==> src/rtl/kslp_pkg.sv <==
`default_nettype none
// ----------------------------------------------------------------------------
// kslp_pkg
// Shared types, widths and codes of the short/long key press detector.
// ----------------------------------------------------------------------------
package kslp_pkg;

    // Defaults for the top level parameters
    localparam int NUM_KEYS_DEF     = 4;
    localparam int TICK_STEP_MS_DEF = 10;

    // Fixed field widths
    localparam int MAX_KEYS   = 4;
    localparam int ACTION_W   = 2;
    localparam int KEY_IDX_W  = 2;
    localparam int LEVELS_W   = MAX_KEYS;
    localparam int CODE_W     = 3;
    localparam int THR_W      = 16;
    localparam int TIME_W     = 17;
    localparam int FLAGS_W    = 5;
    localparam int CFG_DATA_W = 64;
    localparam int CFG_ADDR_W = 5;

    // Event flag bit positions
    localparam int FLAG_FIRST = 0;
    localparam int FLAG_SHOLD = 1;
    localparam int FLAG_SREL  = 2;
    localparam int FLAG_LHOLD = 3;
    localparam int FLAG_LREL  = 4;

    typedef enum logic [ACTION_W-1:0] {
        ACT_TICK  = 2'd0,
        ACT_READ  = 2'd1,
        ACT_CHECK = 2'd2,
        ACT_RESET = 2'd3
    } action_t;

    typedef enum logic [CODE_W-1:0] {
        EVT_NONE   = 3'd0,
        EVT_FIRST  = 3'd1,
        EVT_SHOLD  = 3'd2,
        EVT_SREL   = 3'd3,
        EVT_LHOLD  = 3'd4,
        EVT_LREL   = 3'd5
    } evt_code_t;

    // Configuration register indexes
    typedef enum logic [1:0] {
        REG_ENABLE    = 2'd0,
        REG_LONG_MODE = 2'd1,
        REG_SHORT_THR = 2'd2,
        REG_LONG_THR  = 2'd3
    } reg_idx_t;

    // Per-key command for one accepted transfer
    typedef struct packed {
        logic tick;
        logic level;
        logic enable;
        logic long_mode;
        logic read;
        logic clear;
    } key_cmd_t;

endpackage : kslp_pkg
`default_nettype wire

==> src/rtl/kslp_if.sv <==
`default_nettype none
// ----------------------------------------------------------------------------
// kslp_cmd_if / kslp_rsp_if
// Valid/ready channels carrying command items and result items.
// ----------------------------------------------------------------------------
interface kslp_cmd_if;
    import kslp_pkg::*;

    logic                 valid;
    logic                 ready;
    logic [ACTION_W-1:0]  action;
    logic [KEY_IDX_W-1:0] key_index;
    logic [LEVELS_W-1:0]  key_levels;

    modport source (output valid, action, key_index, key_levels, input ready);
    modport sink   (input valid, action, key_index, key_levels, output ready);
endinterface : kslp_cmd_if

interface kslp_rsp_if;
    import kslp_pkg::*;

    logic              valid;
    logic              ready;
    logic [CODE_W-1:0] event_code;
    logic              has_event;

    modport source (output valid, event_code, has_event, input ready);
    modport sink   (input valid, event_code, has_event, output ready);
endinterface : kslp_rsp_if
`default_nettype wire

==> src/rtl/kslp_key.sv <==
`default_nettype none
// ----------------------------------------------------------------------------
// kslp_key
// Press timer and sticky event flags of one key.
// ----------------------------------------------------------------------------
module kslp_key #(
    parameter int TICK_STEP_MS = kslp_pkg::TICK_STEP_MS_DEF
) (
    input  wire logic                         clk,
    input  wire logic                         rst_n,
    input  wire kslp_pkg::key_cmd_t           cmd,
    input  wire logic [kslp_pkg::THR_W-1:0]   short_thr,
    input  wire logic [kslp_pkg::THR_W-1:0]   long_thr,
    output logic      [kslp_pkg::FLAGS_W-1:0] flags,
    output kslp_pkg::evt_code_t               read_code
);
    import kslp_pkg::*;

    localparam logic [TIME_W-1:0] STEP = TIME_W'(TICK_STEP_MS);

    logic [TIME_W-1:0]  time_reg, time_next;
    logic [FLAGS_W-1:0] flags_reg, flags_next;
    logic [TIME_W-1:0]  st, lt, time_inc;
    logic [FLAGS_W-1:0] tick_flags, read_flags;
    logic [TIME_W-1:0]  tick_time;

    assign st       = {1'b0, short_thr};
    assign lt       = {1'b0, long_thr};
    assign time_inc = time_reg + STEP;

    // Tick update of an enabled key
    always_comb
    begin
        tick_time  = time_reg;
        tick_flags = flags_reg;
        if (time_reg < st)
        begin
            tick_time = cmd.level ? time_inc : '0;
        end
        else if (flags_reg == '0)
        begin
            tick_flags[FLAG_FIRST] = 1'b1;
            tick_flags[FLAG_SHOLD] = 1'b1;
        end
        else if (!cmd.long_mode)
        begin
            if (cmd.level)
            begin
                tick_flags[FLAG_SHOLD] = 1'b1;
            end
            else
            begin
                tick_time             = '0;
                tick_flags[FLAG_SREL] = 1'b1;
            end
        end
        else if (time_reg < lt)
        begin
            if (cmd.level)
            begin
                tick_time = time_inc;
            end
            else
            begin
                tick_time             = '0;
                tick_flags[FLAG_SREL] = 1'b1;
            end
        end
        else
        begin
            if (cmd.level)
            begin
                tick_flags[FLAG_LHOLD] = 1'b1;
            end
            else
            begin
                tick_time             = '0;
                tick_flags[FLAG_LREL] = 1'b1;
            end
        end
    end

    // Pick the highest-priority event; retire it unless a hold has no later event
    always_comb
    begin
        read_code  = EVT_NONE;
        read_flags = flags_reg;
        if (flags_reg[FLAG_FIRST])
        begin
            read_code              = EVT_FIRST;
            read_flags[FLAG_FIRST] = 1'b0;
        end
        else if (flags_reg[FLAG_SHOLD])
        begin
            read_code = EVT_SHOLD;
            if (flags_reg[FLAG_SREL] || flags_reg[FLAG_LREL] || flags_reg[FLAG_LHOLD])
            begin
                read_flags[FLAG_SHOLD] = 1'b0;
            end
        end
        else if (flags_reg[FLAG_LHOLD])
        begin
            read_code = EVT_LHOLD;
            if (flags_reg[FLAG_SREL] || flags_reg[FLAG_LREL])
            begin
                read_flags[FLAG_LHOLD] = 1'b0;
            end
        end
        else if (flags_reg[FLAG_SREL] || flags_reg[FLAG_LREL])
        begin
            read_code  = flags_reg[FLAG_SREL] ? EVT_SREL : EVT_LREL;
            read_flags = '0;
        end
    end

    always_comb
    begin
        time_next  = time_reg;
        flags_next = flags_reg;
        if (cmd.tick)
        begin
            if (cmd.enable)
            begin
                time_next  = tick_time;
                flags_next = tick_flags;
            end
            else
            begin
                flags_next = '0;
            end
        end
        else if (cmd.read)
        begin
            flags_next = read_flags;
        end
        else if (cmd.clear)
        begin
            time_next  = '0;
            flags_next = '0;
        end
    end

    always_ff @(posedge clk or negedge rst_n)
    begin
        if (!rst_n)
        begin
            time_reg  <= '0;
            flags_reg <= '0;
        end
        else
        begin
            time_reg  <= time_next;
            flags_reg <= flags_next;
        end
    end

    assign flags = flags_reg;

endmodule : kslp_key
`default_nettype wire

==> src/rtl/key_short_long_press_detector_core.sv <==
`default_nettype none
// ----------------------------------------------------------------------------
// key_short_long_press_detector_core
// Qualifies up to four push keys into short/long press events.
// ----------------------------------------------------------------------------
//  Channel  Dir  Handshake     Payload
//  cmd      in   valid/ready   action, key_index, key_levels
//  rsp      out  valid/ready   event_code, has_event (read and check only)
//  APB      in   psel/penable  paddr, pwdata, prdata (64-bit registers, 8*i)
//
//  One command transfer per cycle. Key state updates at the accepting edge;
//  read and check results land in a single result register the same edge.
//  cmd.ready drops only while a result is held and rsp.ready is low.
//  Reset clears key timers, event flags, configuration and the result valid.
// ----------------------------------------------------------------------------
module key_short_long_press_detector_core #(
    parameter int NUM_KEYS     = kslp_pkg::NUM_KEYS_DEF,
    parameter int TICK_STEP_MS = kslp_pkg::TICK_STEP_MS_DEF
) (
    input  wire logic                              clk,
    input  wire logic                              rst_n,
    kslp_cmd_if.sink                               cmd,
    kslp_rsp_if.source                             rsp,
    input  wire logic                              psel,
    input  wire logic                              penable,
    input  wire logic                              pwrite,
    input  wire logic [kslp_pkg::CFG_ADDR_W-1:0]   paddr,
    input  wire logic [kslp_pkg::CFG_DATA_W-1:0]   pwdata,
    output logic      [kslp_pkg::CFG_DATA_W-1:0]   prdata,
    output logic                                   pready
);
    import kslp_pkg::*;

    // Configuration registers
    logic [MAX_KEYS-1:0]         enable_reg;
    logic [MAX_KEYS-1:0]         long_mode_reg;
    logic [MAX_KEYS*THR_W-1:0]   short_thr_reg;
    logic [MAX_KEYS*THR_W-1:0]   long_thr_reg;
    logic                        cfg_wr;
    reg_idx_t                    cfg_idx;

    // Result register
    logic              rsp_valid_reg, rsp_valid_next;
    logic [CODE_W-1:0] code_reg, code_next;
    logic              has_reg, has_next;

    logic    accept;
    action_t action;
    logic    key_ok;

    key_cmd_t            key_cmd   [NUM_KEYS];
    logic [FLAGS_W-1:0]  key_flags [NUM_KEYS];
    evt_code_t           key_code  [NUM_KEYS];

    logic [CODE_W-1:0] sel_code;
    logic              sel_any;

    // APB: write on the access phase; no wait states
    assign pready  = 1'b1;
    assign cfg_wr  = psel && penable && pwrite;
    assign cfg_idx = reg_idx_t'(paddr[CFG_ADDR_W-1:3]);

    always_ff @(posedge clk or negedge rst_n)
    begin
        if (!rst_n)
        begin
            enable_reg    <= '0;
            long_mode_reg <= '0;
            short_thr_reg <= '0;
            long_thr_reg  <= '0;
        end
        else if (cfg_wr)
        begin
            case (cfg_idx)
                REG_ENABLE:    enable_reg    <= pwdata[MAX_KEYS-1:0];
                REG_LONG_MODE: long_mode_reg <= pwdata[MAX_KEYS-1:0];
                REG_SHORT_THR: short_thr_reg <= pwdata;
                REG_LONG_THR:  long_thr_reg  <= pwdata;
                default:       ;
            endcase
        end
    end

    always_comb
    begin
        case (cfg_idx)
            REG_ENABLE:    prdata = CFG_DATA_W'(enable_reg);
            REG_LONG_MODE: prdata = CFG_DATA_W'(long_mode_reg);
            REG_SHORT_THR: prdata = short_thr_reg;
            REG_LONG_THR:  prdata = long_thr_reg;
            default:       prdata = '0;
        endcase
    end

    // Hold new commands only while an untaken result sits in the register
    assign cmd.ready = !rsp_valid_reg || rsp.ready;
    assign accept    = cmd.valid && cmd.ready;
    assign action    = action_t'(cmd.action);
    assign key_ok    = ({1'b0, cmd.key_index} < (KEY_IDX_W+1)'(NUM_KEYS));

    // One timer/flag unit per key; ticks hit all keys, others only the addressed one
    for (genvar i = 0; i < NUM_KEYS; i++)
    begin : g_key
        logic hit;
        assign hit = accept && (cmd.key_index == KEY_IDX_W'(i));

        always_comb
        begin
            key_cmd[i].tick      = accept && (action == ACT_TICK);
            key_cmd[i].level     = cmd.key_levels[i];
            key_cmd[i].enable    = enable_reg[i];
            key_cmd[i].long_mode = long_mode_reg[i];
            key_cmd[i].read      = hit && (action == ACT_READ);
            key_cmd[i].clear     = hit && (action == ACT_RESET);
        end

        kslp_key #(
            .TICK_STEP_MS (TICK_STEP_MS)
        ) u_key (
            .clk       (clk),
            .rst_n     (rst_n),
            .cmd       (key_cmd[i]),
            .short_thr (short_thr_reg[THR_W*i +: THR_W]),
            .long_thr  (long_thr_reg[THR_W*i +: THR_W]),
            .flags     (key_flags[i]),
            .read_code (key_code[i])
        );
    end

    // Select the addressed key's code and pending status
    always_comb
    begin
        sel_code = EVT_NONE;
        sel_any  = 1'b0;
        for (int i = 0; i < NUM_KEYS; i++)
        begin
            if (cmd.key_index == KEY_IDX_W'(i))
            begin
                sel_code = key_code[i];
                sel_any  = (key_flags[i] != '0);
            end
        end
    end

    // Load a result on read or check; drop the valid once the sink takes it
    always_comb
    begin
        rsp_valid_next = rsp_valid_reg && !rsp.ready;
        code_next      = code_reg;
        has_next       = has_reg;
        if (accept && (action == ACT_READ))
        begin
            rsp_valid_next = 1'b1;
            code_next      = key_ok ? sel_code : EVT_NONE;
            has_next       = 1'b0;
        end
        else if (accept && (action == ACT_CHECK))
        begin
            rsp_valid_next = 1'b1;
            code_next      = EVT_NONE;
            has_next       = key_ok && sel_any;
        end
    end

    always_ff @(posedge clk or negedge rst_n)
    begin
        if (!rst_n)
        begin
            rsp_valid_reg <= 1'b0;
        end
        else
        begin
            rsp_valid_reg <= rsp_valid_next;
        end
    end

    always_ff @(posedge clk)
    begin
        code_reg <= code_next;
        has_reg  <= has_next;
    end

    assign rsp.valid      = rsp_valid_reg;
    assign rsp.event_code = code_reg;
    assign rsp.has_event  = has_reg;

endmodule : key_short_long_press_detector_core
`default_nettype wire
==> src/flat_wrapper.sv <==
// flat-port wrapper written by rule: the top's interface ports become plain ports
module key_short_long_press_detector_core_flat import kslp_pkg::*;
#(
    parameter int NUM_KEYS     = kslp_pkg::NUM_KEYS_DEF,
    parameter int TICK_STEP_MS = kslp_pkg::TICK_STEP_MS_DEF
)
  (clk, rst_n, psel, penable, pwrite, paddr, pwdata, prdata, pready, cmd_valid, cmd_action, cmd_key_index, cmd_key_levels, cmd_ready, rsp_valid, rsp_event_code, rsp_has_event, rsp_ready);
  kslp_cmd_if cmd_i ();
  kslp_rsp_if rsp_i ();
  input  wire logic clk;
  input  wire logic rst_n;
  input  wire logic psel;
  input  wire logic penable;
  input  wire logic pwrite;
  input  wire logic [kslp_pkg::CFG_ADDR_W-1:0] paddr;
  input  wire logic [kslp_pkg::CFG_DATA_W-1:0] pwdata;
  output logic      [kslp_pkg::CFG_DATA_W-1:0] prdata;
  output logic pready;
  input wire logic [$bits(cmd_i.valid)-1:0] cmd_valid;
  input wire logic [$bits(cmd_i.action)-1:0] cmd_action;
  input wire logic [$bits(cmd_i.key_index)-1:0] cmd_key_index;
  input wire logic [$bits(cmd_i.key_levels)-1:0] cmd_key_levels;
  output wire logic [$bits(cmd_i.ready)-1:0] cmd_ready;
  output wire logic [$bits(rsp_i.valid)-1:0] rsp_valid;
  output wire logic [$bits(rsp_i.event_code)-1:0] rsp_event_code;
  output wire logic [$bits(rsp_i.has_event)-1:0] rsp_has_event;
  input wire logic [$bits(rsp_i.ready)-1:0] rsp_ready;
  assign cmd_i.valid = cmd_valid;
  assign cmd_i.action = cmd_action;
  assign cmd_i.key_index = cmd_key_index;
  assign cmd_i.key_levels = cmd_key_levels;
  assign cmd_ready = cmd_i.ready;
  assign rsp_valid = rsp_i.valid;
  assign rsp_event_code = rsp_i.event_code;
  assign rsp_has_event = rsp_i.has_event;
  assign rsp_i.ready = rsp_ready;
  key_short_long_press_detector_core #(.NUM_KEYS(NUM_KEYS), .TICK_STEP_MS(TICK_STEP_MS)) u_core (.clk(clk), .rst_n(rst_n), .cmd(cmd_i), .rsp(rsp_i), .psel(psel), .penable(penable), .pwrite(pwrite), .paddr(paddr), .pwdata(pwdata), .prdata(prdata), .pready(pready));
endmodule
==> config.mk <==
export PLATFORM = sky130hd
export DESIGN_NAME = key_short_long_press_detector_core_flat
export DESIGN_NICKNAME = d
export VERILOG_FILES = /design/src/rtl/kslp_pkg.sv /design/src/rtl/kslp_if.sv /design/src/rtl/kslp_key.sv /design/src/rtl/key_short_long_press_detector_core.sv /design/src/flat_wrapper.sv
export SDC_FILE = /design/constraint.sdc
export NUM_CORES = 1
export LEC_CHECK = 0
export BUFFER_PORTS_ARGS = -buffer_cell sky130_fd_sc_hd__buf_2
export CORE_ASPECT_RATIO = 0.5
export CORE_MARGIN = 8
export CORE_UTILIZATION = 46
export CTS_CLUSTER_DIAMETER = 60
export DETAILED_ROUTE_END_ITERATION = 16
export GPL_ROUTABILITY_DRIVEN = 0
export GPL_TIMING_DRIVEN = 0
export HOLD_SLACK_MARGIN = 0.08
export MAX_ROUTING_LAYER = met4
export PLACE_DENSITY_LB_ADDON = 0.25
export SKIP_LAST_GASP = 1
export SLEW_MARGIN = 15
export SYNTH_ARGS = -nofsm -noshare
export SYNTH_HDL_FRONTEND = slang
export SYNTH_SLANG_ARGS = --single-unit
==> constraint.sdc <==
create_clock -name clk -period 2.6 [get_ports clk]
set_clock_uncertainty 0.05 [all_clocks]
set_input_delay 0.52 -clock clk [delete_from_list [all_inputs] [get_ports clk]]
set_output_delay 0.52 -clock clk [all_outputs]
set_load 0.01 [all_outputs]
======== After elaboration in Yosys (flattened, before gate mapping) ========
Cells that the tools add are included.
word-level totals
  word-level logic and storage cells ...... 379
  register bits after elaboration ......... 229
  output and inout port bits .............. 71
cells by class
  $lt $le $gt $ge ......................... 8
  mux-type cells .......................... 181
  equality and inequality tests ........... 77
  reduce and logical (&&, ||, !) cells .... 78
  add/subtract/negate cells ............... 4
operators by type and width
  kind                   count
  $mux 17                40
  $pmux 64 s4            1
  $lt 17x16->1           8
  $mux 5                 24
  $mux 3                 38
  $ne 3x3->1 const B     35
  $add 17x4->17 const B  4
  $mux 1                 66
  $reduce_and 8->1       8
  $ne 4x4->1 const B     12
  $reduce_and 10->1      4
  $ne 3x2->1 const B     9
  $logic_not 5->1        4
  $reduce_and 5->1       4
  $reduce_bool 5->1      4
  $logic_and 1x1->1      19
  $mux 2                 8
  $mux 4                 4
  $ne 2x1->1 const B     8
  $reduce_and 4->1       4
  $eq 2x2->1 const B     6
  $ne 3x1->1 const B     4
  $reduce_and 3->1       4
  $reduce_bool 3->1      4
  other kinds (6)        26

======== Longest topological paths before layout ========
Gate-level depths: netlist of run 1.
  depth in word-level cells ............... 10
  mapped depth ............................ 12
  depth with buffers taken out ............ 10

======== Cells and area by module ========
From an unflattened synthesis of run 1, not the netlist that was laid out.
unflattened totals
  cells, all modules ...................... 1529
  area, all modules ....................... 15228.4 sq um
by module, submodules not included
  module                                 sequential area each (sq um)  cells an instance  times used  area each (sq um)
  key_short_long_press_detector_core     3538.4                        479                1           6652.6
  kslp_key at u_core.g_key[0].u_key ...  550.5                         262                3           2135.8
  kslp_key at u_core.g_key[3].u_key      550.5                         264                1           2168.3

======== Worst setup path before layout of run 1 ========
Ideal clock, no wire load.
  path kind ............................... flip-flop to flip-flop
  start ................................... reg u_core.g_key[3].u_key.time_reg[8]
  end ..................................... reg u_core.g_key[3].u_key.time_reg[10]
  path buffers ............................ 0
  path slack .............................. -179 ps
  arrival ................................. 2660 ps
  library setup time ...................... 69 ps
  stages on the path, launching flop included .. 10
  period minus slack after synthesis ...... 2779 ps
  cell sequence ........................... dfrtp_1 -> ha_1 -> and4_4 -> a221o_1 -> a311oi_1 -> a2111oi_1 -> or3_4 -> nand2b_4 -> or4_1 -> nand3_1
on the way
  word-level cells in the longest chain between the ends .. 8
  elaborated cells between the ends (all ways) .. 12
  classes of those cells .................. add/sub: 1; order compare: 2; eq/ne: 1; mux: 7; reduce/logical: 1
RTL lines
  element                 line                            source
  from (decl)             kslp_key.sv:21                  logic [TIME_W-1:0] time_reg, time_next;
  from (signal assigned)  kslp_key.sv:152                 time_reg <= time_next;
  $add 17x4->17           kslp_key.sv:29                  assign time_inc = time_reg + STEP;
  $mux 17                 kslp_key.sv:38, kslp_key.sv:59
  $mux 17                 kslp_key.sv:57                  else if (time_reg < lt)
  $mux 17                 kslp_key.sv:45                  else if (!cmd.long_mode)
  $mux 17                 kslp_key.sv:40                  else if (flags_reg == '0)
  $mux 17                 kslp_key.sv:36                  if (time_reg < st)
  $mux 17                 kslp_key.sv:122                 if (cmd.enable)
  $mux 17                 kslp_key.sv:120                 if (cmd.tick)
Several ways; a longest one is shown, not always the timed one. The select of a mux whose other input is x is not followed.
A chain may end at the register's enable or synchronous reset.

======== Worst setup path in the final report of run 1 ========
  start ................................... reg u_core.g_key[3].u_key.time_reg[7]
  end ..................................... reg u_core.g_key[3].u_key.time_reg[1]
on the way
  word-level cells in the longest chain between the ends .. 7
  elaborated cells between the ends (all ways) .. 10
  classes of those cells .................. order compare: 2; eq/ne: 1; mux: 6; reduce/logical: 1
RTL lines
  element       line
  $lt 17x16->1  kslp_key.sv:57
  $mux 17       kslp_key.sv:57
  $mux 17       kslp_key.sv:45
  $mux 17       kslp_key.sv:40
  $mux 17       kslp_key.sv:36
  $mux 17       kslp_key.sv:122
  $mux 17       kslp_key.sv:120
Several ways; a longest one is shown, not always the timed one. The select of a mux whose other input is x is not followed.

==> run metrics, run 1 <==
largest family of logic cells by synthesized area compound AO/OA/AOI/OAI gates; PwrDens a little over 600 mW/mm^2; Largest register FFs 68; core footprint around 0.031 sq mm; complex-gate fraction of the synthesized area 15.9%; number of synthesized register bits around 230; most common cell in the synthesized netlist dfrtp_1; crit path max fanout 7; Worst Path Required approximately 3.0 ns; row cnt 46; n_diodes 0; initial antenna violation count 0; WL per Instance around 19 um; crit path kind reg2reg; worst endpoint data arrival time roughly 3.3 ns; clk sinks approximately 230; residual DRC count 0; post-synthesis mux area share about 15%; initial drt markers 990; CTS tree built; Max Slew Vio Count 0; final WL about 42 mm; Critical Path End Type flip-flop; vias in the first global route around 12k; status finished with violations; Post-synth EDFFs 3; share of cells above drive strength 1 between 30% and 40%; syn_nets roughly 1.7k; Final setup viols 51; largest net degree at the start of global routing between 90 and 100; xor/xnor share of the synthesized area less than 1%; Final period util 111%; library cells used by synthesis 80; clock tree root driver cell clkbuf_16; Die H 142 um; non-filler cells, final about 2.2k; min Tclk post-route 2.88 ns; Seq/Total Area, Yosys about two fifths; slew at the pin with the worst max-slew slack 0.817 ns; DP Area approximately 0.016 sq mm; full die area around 0.038 sq mm; num ports ~160; total power around 12 mW; top-area cell type share of the netlist area 38.5%; leakage power ~8.9 nW; Syn Inst Count between 1.5k and 2k; Post-Synth Adder-Cell Area 10.6%; worst-case clock buffer depth 3; largest area contributor in the netlist dfrtp_1; placed insts 2,096; syn avg cell area between 9 and 10 sq um; Max rail drop VDD approximately 0.44 mV; Num CTS Buffers 24; CP Launch Type flip-flop; Nets slightly below 2k; vias per cell 5.68; Hold WC Path Type in2reg; Synth Warn # 0; Initial Util a little under half; Final Hold Vio Count 0; DP Wirelength 29.2 mm; GR Overflow Total 0; failing checks negative setup slack; worst-skew pair later-pin latency 0.54 ns; DR vias 12.6k; RSZ-0062 raised after global routing true; Simple-Gate Fraction of Synth Area between 10 and 15%; Primary FF master, synth dfrtp_1; post-route cell area 0.0185 sq mm; CTS clk-pin slew, worst paths approximately 0.070 ns; GRT Util Overall a little over a fifth; first-pass GRT wire length ~66 mm; Post-DRT Antenna Nets 0; Final Core Density 58.7%; Synth top cells by count 225 x dfrtp_1, 152 x inv_1, 135 x mux2_2; die width approximately 270 um; setup ws final -0.285 ns; synthesized area 0.0146 sq mm; port bufs around 150; top post-synthesis cells by area dfrtp_1 38%, ha_1 11%, mux2_2 10%; H-tree Lvls 1; Max-slew headroom 45.6%; Pre-antenna DRT Iters 6; FFs w/ async S/R, synth between 90% and 100%; Max Fclk approximately 350 MHz; max capacitance violation total 0; Synth-to-Final Area Change 26.2%
## critical path: stages (launching register included)
cell and delay, ns:
dfrtp_2 0.45, buf_6 0.15, ha_4 0.27, and4_4 0.22, buf_4 0.11, nand3_1 0.07, a21oi_1 0.19, o21a_2 0.23
nor4_4 0.08, buf_4 0.15, nor2_2 0.42, nor2_4 0.11, mux2_2 0.28
## where the power goes
part,internal (mW),switching [mW]
Clock,2.05,1.47
Combinational,1.59,1.77
Sequential,4.14,0.502
Total,7.77,3.74
## per-stage QoR
step | TNS [ns] | hold WS (ns) | setup slack, ns
CTS | -7.79 | 0.163 | -0.294
global placement | -837.97 | 0.437 | -3.57
detailed placement | -140.59 | 0.438 | -0.933
floorplan | -0.0786 | 0.174 | -0.0547
finish | -7.20 | 0.176 | -0.285
global route | -14.16 | 0.164 | -0.392
## kinds of logic (layout without fill, tap and decap cells)
group,Yosys count,after routing
AO/OA/AOI/OAI,350,350
multiplexers,202,202
buffers and inverters,209,473
AND/OR/NAND/NOR,397,397
flip-flops,229,229
other,1,1
adder cells (fa/ha/maj),124,124
XOR/XNOR,1,1
## layout make-up
class / count / area (sq um)
multi-input combinational: 1075 / 8970
inverter: 153 / 574
sequential: 229 / 5770
tap: 432 / 541
clock inverter: 7 / 85.1
timing repair buffer: 230 / 1540
buffer: 51 / 315
clock buffer: 32 / 692
fill: 2720 / 13000
## cells in the final DEF (no fill, tap or decap), types with 16 or more instances in the layout
cell type and count:
and3_1 17, inv_1 145, clkbuf_16 26, buf_2 152, o21ai_1 18, buf_4 65, nand2_1 78, ha_4 21
a22o_1 16, buf_6 17, a31oi_1 32, ha_1 102, nor3_1 21, mux2i_1 62, clkbuf_1 26, dfrtp_1 200
dfrtp_2 25, nand3_1 36, o21ai_0 48, nor2_1 118, a21oi_1 63, mux2_2 134, a21o_1 32
## what timing repair did
action / in CTS / in global routing
setup buffers: 53 / 23
gates cloned: 3 / 1
endpoints found under the hold margin: 95 / 0
hold buffers: 1 / 0
resized for setup: 153 / 117
setup endpoints to repair: 180 / 82
pin swaps: 53 / 64
## final timing paths
check	slack [ns]	end	startpoint	cells past startpoint
max	-0.28	u_core.g_key[3].u_key.time_reg[1]$_DFFE_PN0P_	u_core.g_key[3].u_key.time_reg[7]$_DFFE_PN0P_	12
min	0.18	u_core.short_thr_reg[36]$_DFFE_PN0P_	pwdata[36]	2
max reg2reg	-0.28	u_core.g_key[3].u_key.time_reg[1]$_DFFE_PN0P_	u_core.g_key[3].u_key.time_reg[7]$_DFFE_PN0P_	12
min reg2reg	0.45	u_core.rsp.has_event$_SDFFE_PP0P_	u_core.rsp.has_event$_SDFFE_PP0P_	2
max in group asynchronous	0.81	u_core.g_key[3].u_key.time_reg[4]$_DFFE_PN0P_	rst_n	4
min in group asynchronous	0.54	u_core.g_key[1].u_key.time_reg[3]$_DFFE_PN0P_	rst_n	2
## per-layer routing
layer / up-vias / share of wire (%) / global-route usage [%]
li1: 5989 / - / -
met1: 6184 / 47 / 29.8
met2: 318 / 46 / 34.2
met3: 60 / 4.4 / 2.83
met4: 0 / 1.9 / 4.00
met5: - / 0 / -
Power figures use the tool's default switching activity.
==> inputs of run 2 (changes only) <==
--- a/config.mk
+++ b/config.mk
@@ -7,8 +7,9 @@
 export LEC_CHECK = 0
 export BUFFER_PORTS_ARGS = -buffer_cell sky130_fd_sc_hd__buf_2
 export CORE_ASPECT_RATIO = 0.5
-export CORE_MARGIN = 8
+export CORE_MARGIN = 2
 export CORE_UTILIZATION = 46
+export CTS_BUF_LIST = sky130_fd_sc_hd__clkbuf_8 sky130_fd_sc_hd__clkbuf_16
 export CTS_CLUSTER_DIAMETER = 60
 export DETAILED_ROUTE_END_ITERATION = 16
 export GPL_ROUTABILITY_DRIVEN = 0
@@ -17,7 +18,6 @@
 export MAX_ROUTING_LAYER = met4
 export PLACE_DENSITY_LB_ADDON = 0.25
 export SKIP_LAST_GASP = 1
-export SLEW_MARGIN = 15
 export SYNTH_ARGS = -nofsm -noshare
 export SYNTH_HDL_FRONTEND = slang
 export SYNTH_SLANG_ARGS = --single-unit
==> run metrics, run 2 (synthesis results as in run 1) <==
status finished with violations; failing checks negative setup slack; most frequent cells in the layout 202 x dfrtp_1, 151 x inv_1, 151 x buf_2; num ports 155 (unchanged); final WL 40.4 mm (-2.9%); most common cell after layout, fill and taps aside dfrtp_1; setup ws final -0.304 ns (-0.0194 ns); fill cell count 2,734 (+0.51%); Worst Path Required 3.03 ns (+0.05 ns); crit path max fanout 5 (-2); first-pass GRT wire length 63.5 mm (-3.9%); Hold WC Path Type in2reg; RSZ-0062 raised after global routing true; vias in the first global route 11.9k (-3.8%); Final Hold Vio Count 0 (unchanged); min Tclk post-route 2.90 ns (+0.0194 ns); PwrDens 624 mW/mm^2 (+0.18%); H-tree Lvls 1 (unchanged); CTS clk-pin slew, worst paths 0.06 ns (about the same); worst endpoint data arrival time 3.33 ns (+0.06 ns); port bufs 149 (unchanged); hold depth 2 (unchanged); DP Wirelength 28.2 mm (-3.3%); worst-case clock buffer depth 3 (unchanged); crit path kind reg2reg; GR Overflow Total 0 (unchanged); leakage power 9.05 nW (+1.3%); CTS tree built; Pre-antenna DRT Iters 5 (-1); WL per Instance 18.1 um (-3.9%); multi-input gate area in the final layout 0.00889 sq mm (-0.89%); die width 256 um (-4.5%); initial drt markers 1,107 (+12%); Max Slew Vio Count 0 (unchanged); vias per cell 5.70 (+0.29%); max capacitance violation total 0 (unchanged); Largest register FFs 68 (unchanged); Min Hold Slack 0.172 ns (-0.00378 ns); Initial Util 46.5% (unchanged); Post-DRT Antenna Nets 0 (unchanged); largest net degree at the start of global routing 114 (+18%); total power 11.6 mW (+0.58%); clock tree root driver cell clkbuf_16; register area 0.00577 sq mm (about the same); share of cells above drive strength 1 33.6% (-0.19 points); clk sinks 229 (unchanged); slew at the pin with the worst max-slew slack 0.828 ns (+0.0114 ns); Num CTS Buffers 24 (unchanged); Final TNS setup -8.43 ns (-1.23 ns); Max Fclk 344 MHz (-0.67%); Max rail drop VDD 0.432 mV (-1.0%); GRT Util Overall 24.3% (+2.7 points); full die area 0.0334 sq mm (-13%); Synth-to-Final Area Change 26.7%; CP Launch Type flip-flop; Die H 130 um (-8.4%); worst-skew pair later-pin latency 0.54 ns (about the same); Nets 1,989 (+0.86%); Reg2Reg Depth 11 (-1); initial antenna violation count 1 (+1); Final Core Density 58.9% (+0.23 points); DR vias 12.7k (+1.3%); residual DRC count 0 (unchanged); Max-slew headroom 44.8% (-0.76 points); Critical Path End Type flip-flop; row cnt 46 (unchanged); Final period util 112% (+0.75 points); Final setup viols 53 (+3.9%); core footprint 0.0315 sq mm (unchanged)
-- run 2: cell types whose count changed in the layout (fill, tap and decap cells not counted), moves of 4 or more --
cell / delta
a21oi_1: +6
a21oi_2: -5
buf_4: +16
buf_6: +6
ha_1: +5
ha_4: -6
inv_1: +6
nor2_1: +4
nor2_2: -4
o21ai_0: +5
o21ai_1: -5
-- run 2: critical path: stages, from the launching register on --
cell and delay (ns):
dfrtp_2 0.40, buf_4 0.14, ha_4 0.20, a21o_1 0.18, a221o_1 0.33, a311oi_2 0.18, buf_4 0.17, a2111oi_4 0.07
or3_4 0.36, nand2b_4 0.18, or4_1 0.48, nand3_1 0.09
-- run 2: power breakdown --
part | internal, mW | leakage, nW | switching [mW] | total, mW
Sequential | 4.14 | 2.90 | 0.502 | 4.64
Clock | 2.12 | 0.417 | 1.54 | 3.66
Combinational | 1.56 | 5.73 | 1.73 | 3.29
Total | 7.81 | 9.05 | 3.77 | 11.6
-- run 2: layer usage --
metal | track usage (%) | share of wire, %
met5 | - | 0
met4 | 5.33 | 2.1
met3 | 3.17 | 4.5
met2 | 37.6 | 45
met1 | 34.1 | 48
-- run 2: metrics by stage --
stage | instance area [sq um] | std cells | setup WS [ns]
after floorplan | 14700 | 1513 | -0.0547
after global placement | 16000 | 2094 | -3.60
after detailed placement | 16000 | 2096 | -0.908
after CTS | 17800 | 2198 | -0.274
after global routing | 18600 | 2232 | -0.398
final | 18600 | 2232 | -0.304
-- run 2: final timing paths --
check,end,slack (ns),from
max in group asynchronous,u_core.g_key[2].u_key.time_reg[5]$_DFFE_PN0P_,0.86,rst_n
hold reg to reg,u_core.rsp.has_event$_SDFFE_PP0P_,0.46,u_core.rsp.has_event$_SDFFE_PP0P_
setup reg to reg,u_core.g_key[3].u_key.time_reg[10]$_DFFE_PN0P_,-0.30,u_core.g_key[3].u_key.time_reg[4]$_DFFE_PN0P_
min in group asynchronous,u_core.long_thr_reg[17]$_DFFE_PN0P_,0.36,rst_n
setup / recovery,u_core.g_key[3].u_key.time_reg[10]$_DFFE_PN0P_,-0.30,u_core.g_key[3].u_key.time_reg[4]$_DFFE_PN0P_
hold / removal,u_core.short_thr_reg[54]$_DFFE_PN0P_,0.17,pwdata[54]
-- run 2: area by class of cell --
type	count	area share, %
Multi-Input combinational cell	1075	47.9
Sequential cell	229	31.1
Clock inverter	13	0.654
Clock buffer	31	3.82
Antenna cell	1	0.0135
Buffer	52	1.74
Timing Repair Buffer	246	8.78
Inverter	153	3.10
Tap cell	432	2.91
-- run 2: timing repair --
| action | 4_1_cts | 5_1_grt |
|---|---|---|
| endpoints found under the setup margin | 203 | 81 |
| hold endpoints to repair | 21 | 0 |
| hold buffers | 1 | 0 |
| buffers inserted | 58 | 35 |
| pin swaps | 42 | 55 |
| gates resized for setup | 145 | 108 |
| cloned | 2 | 2 |
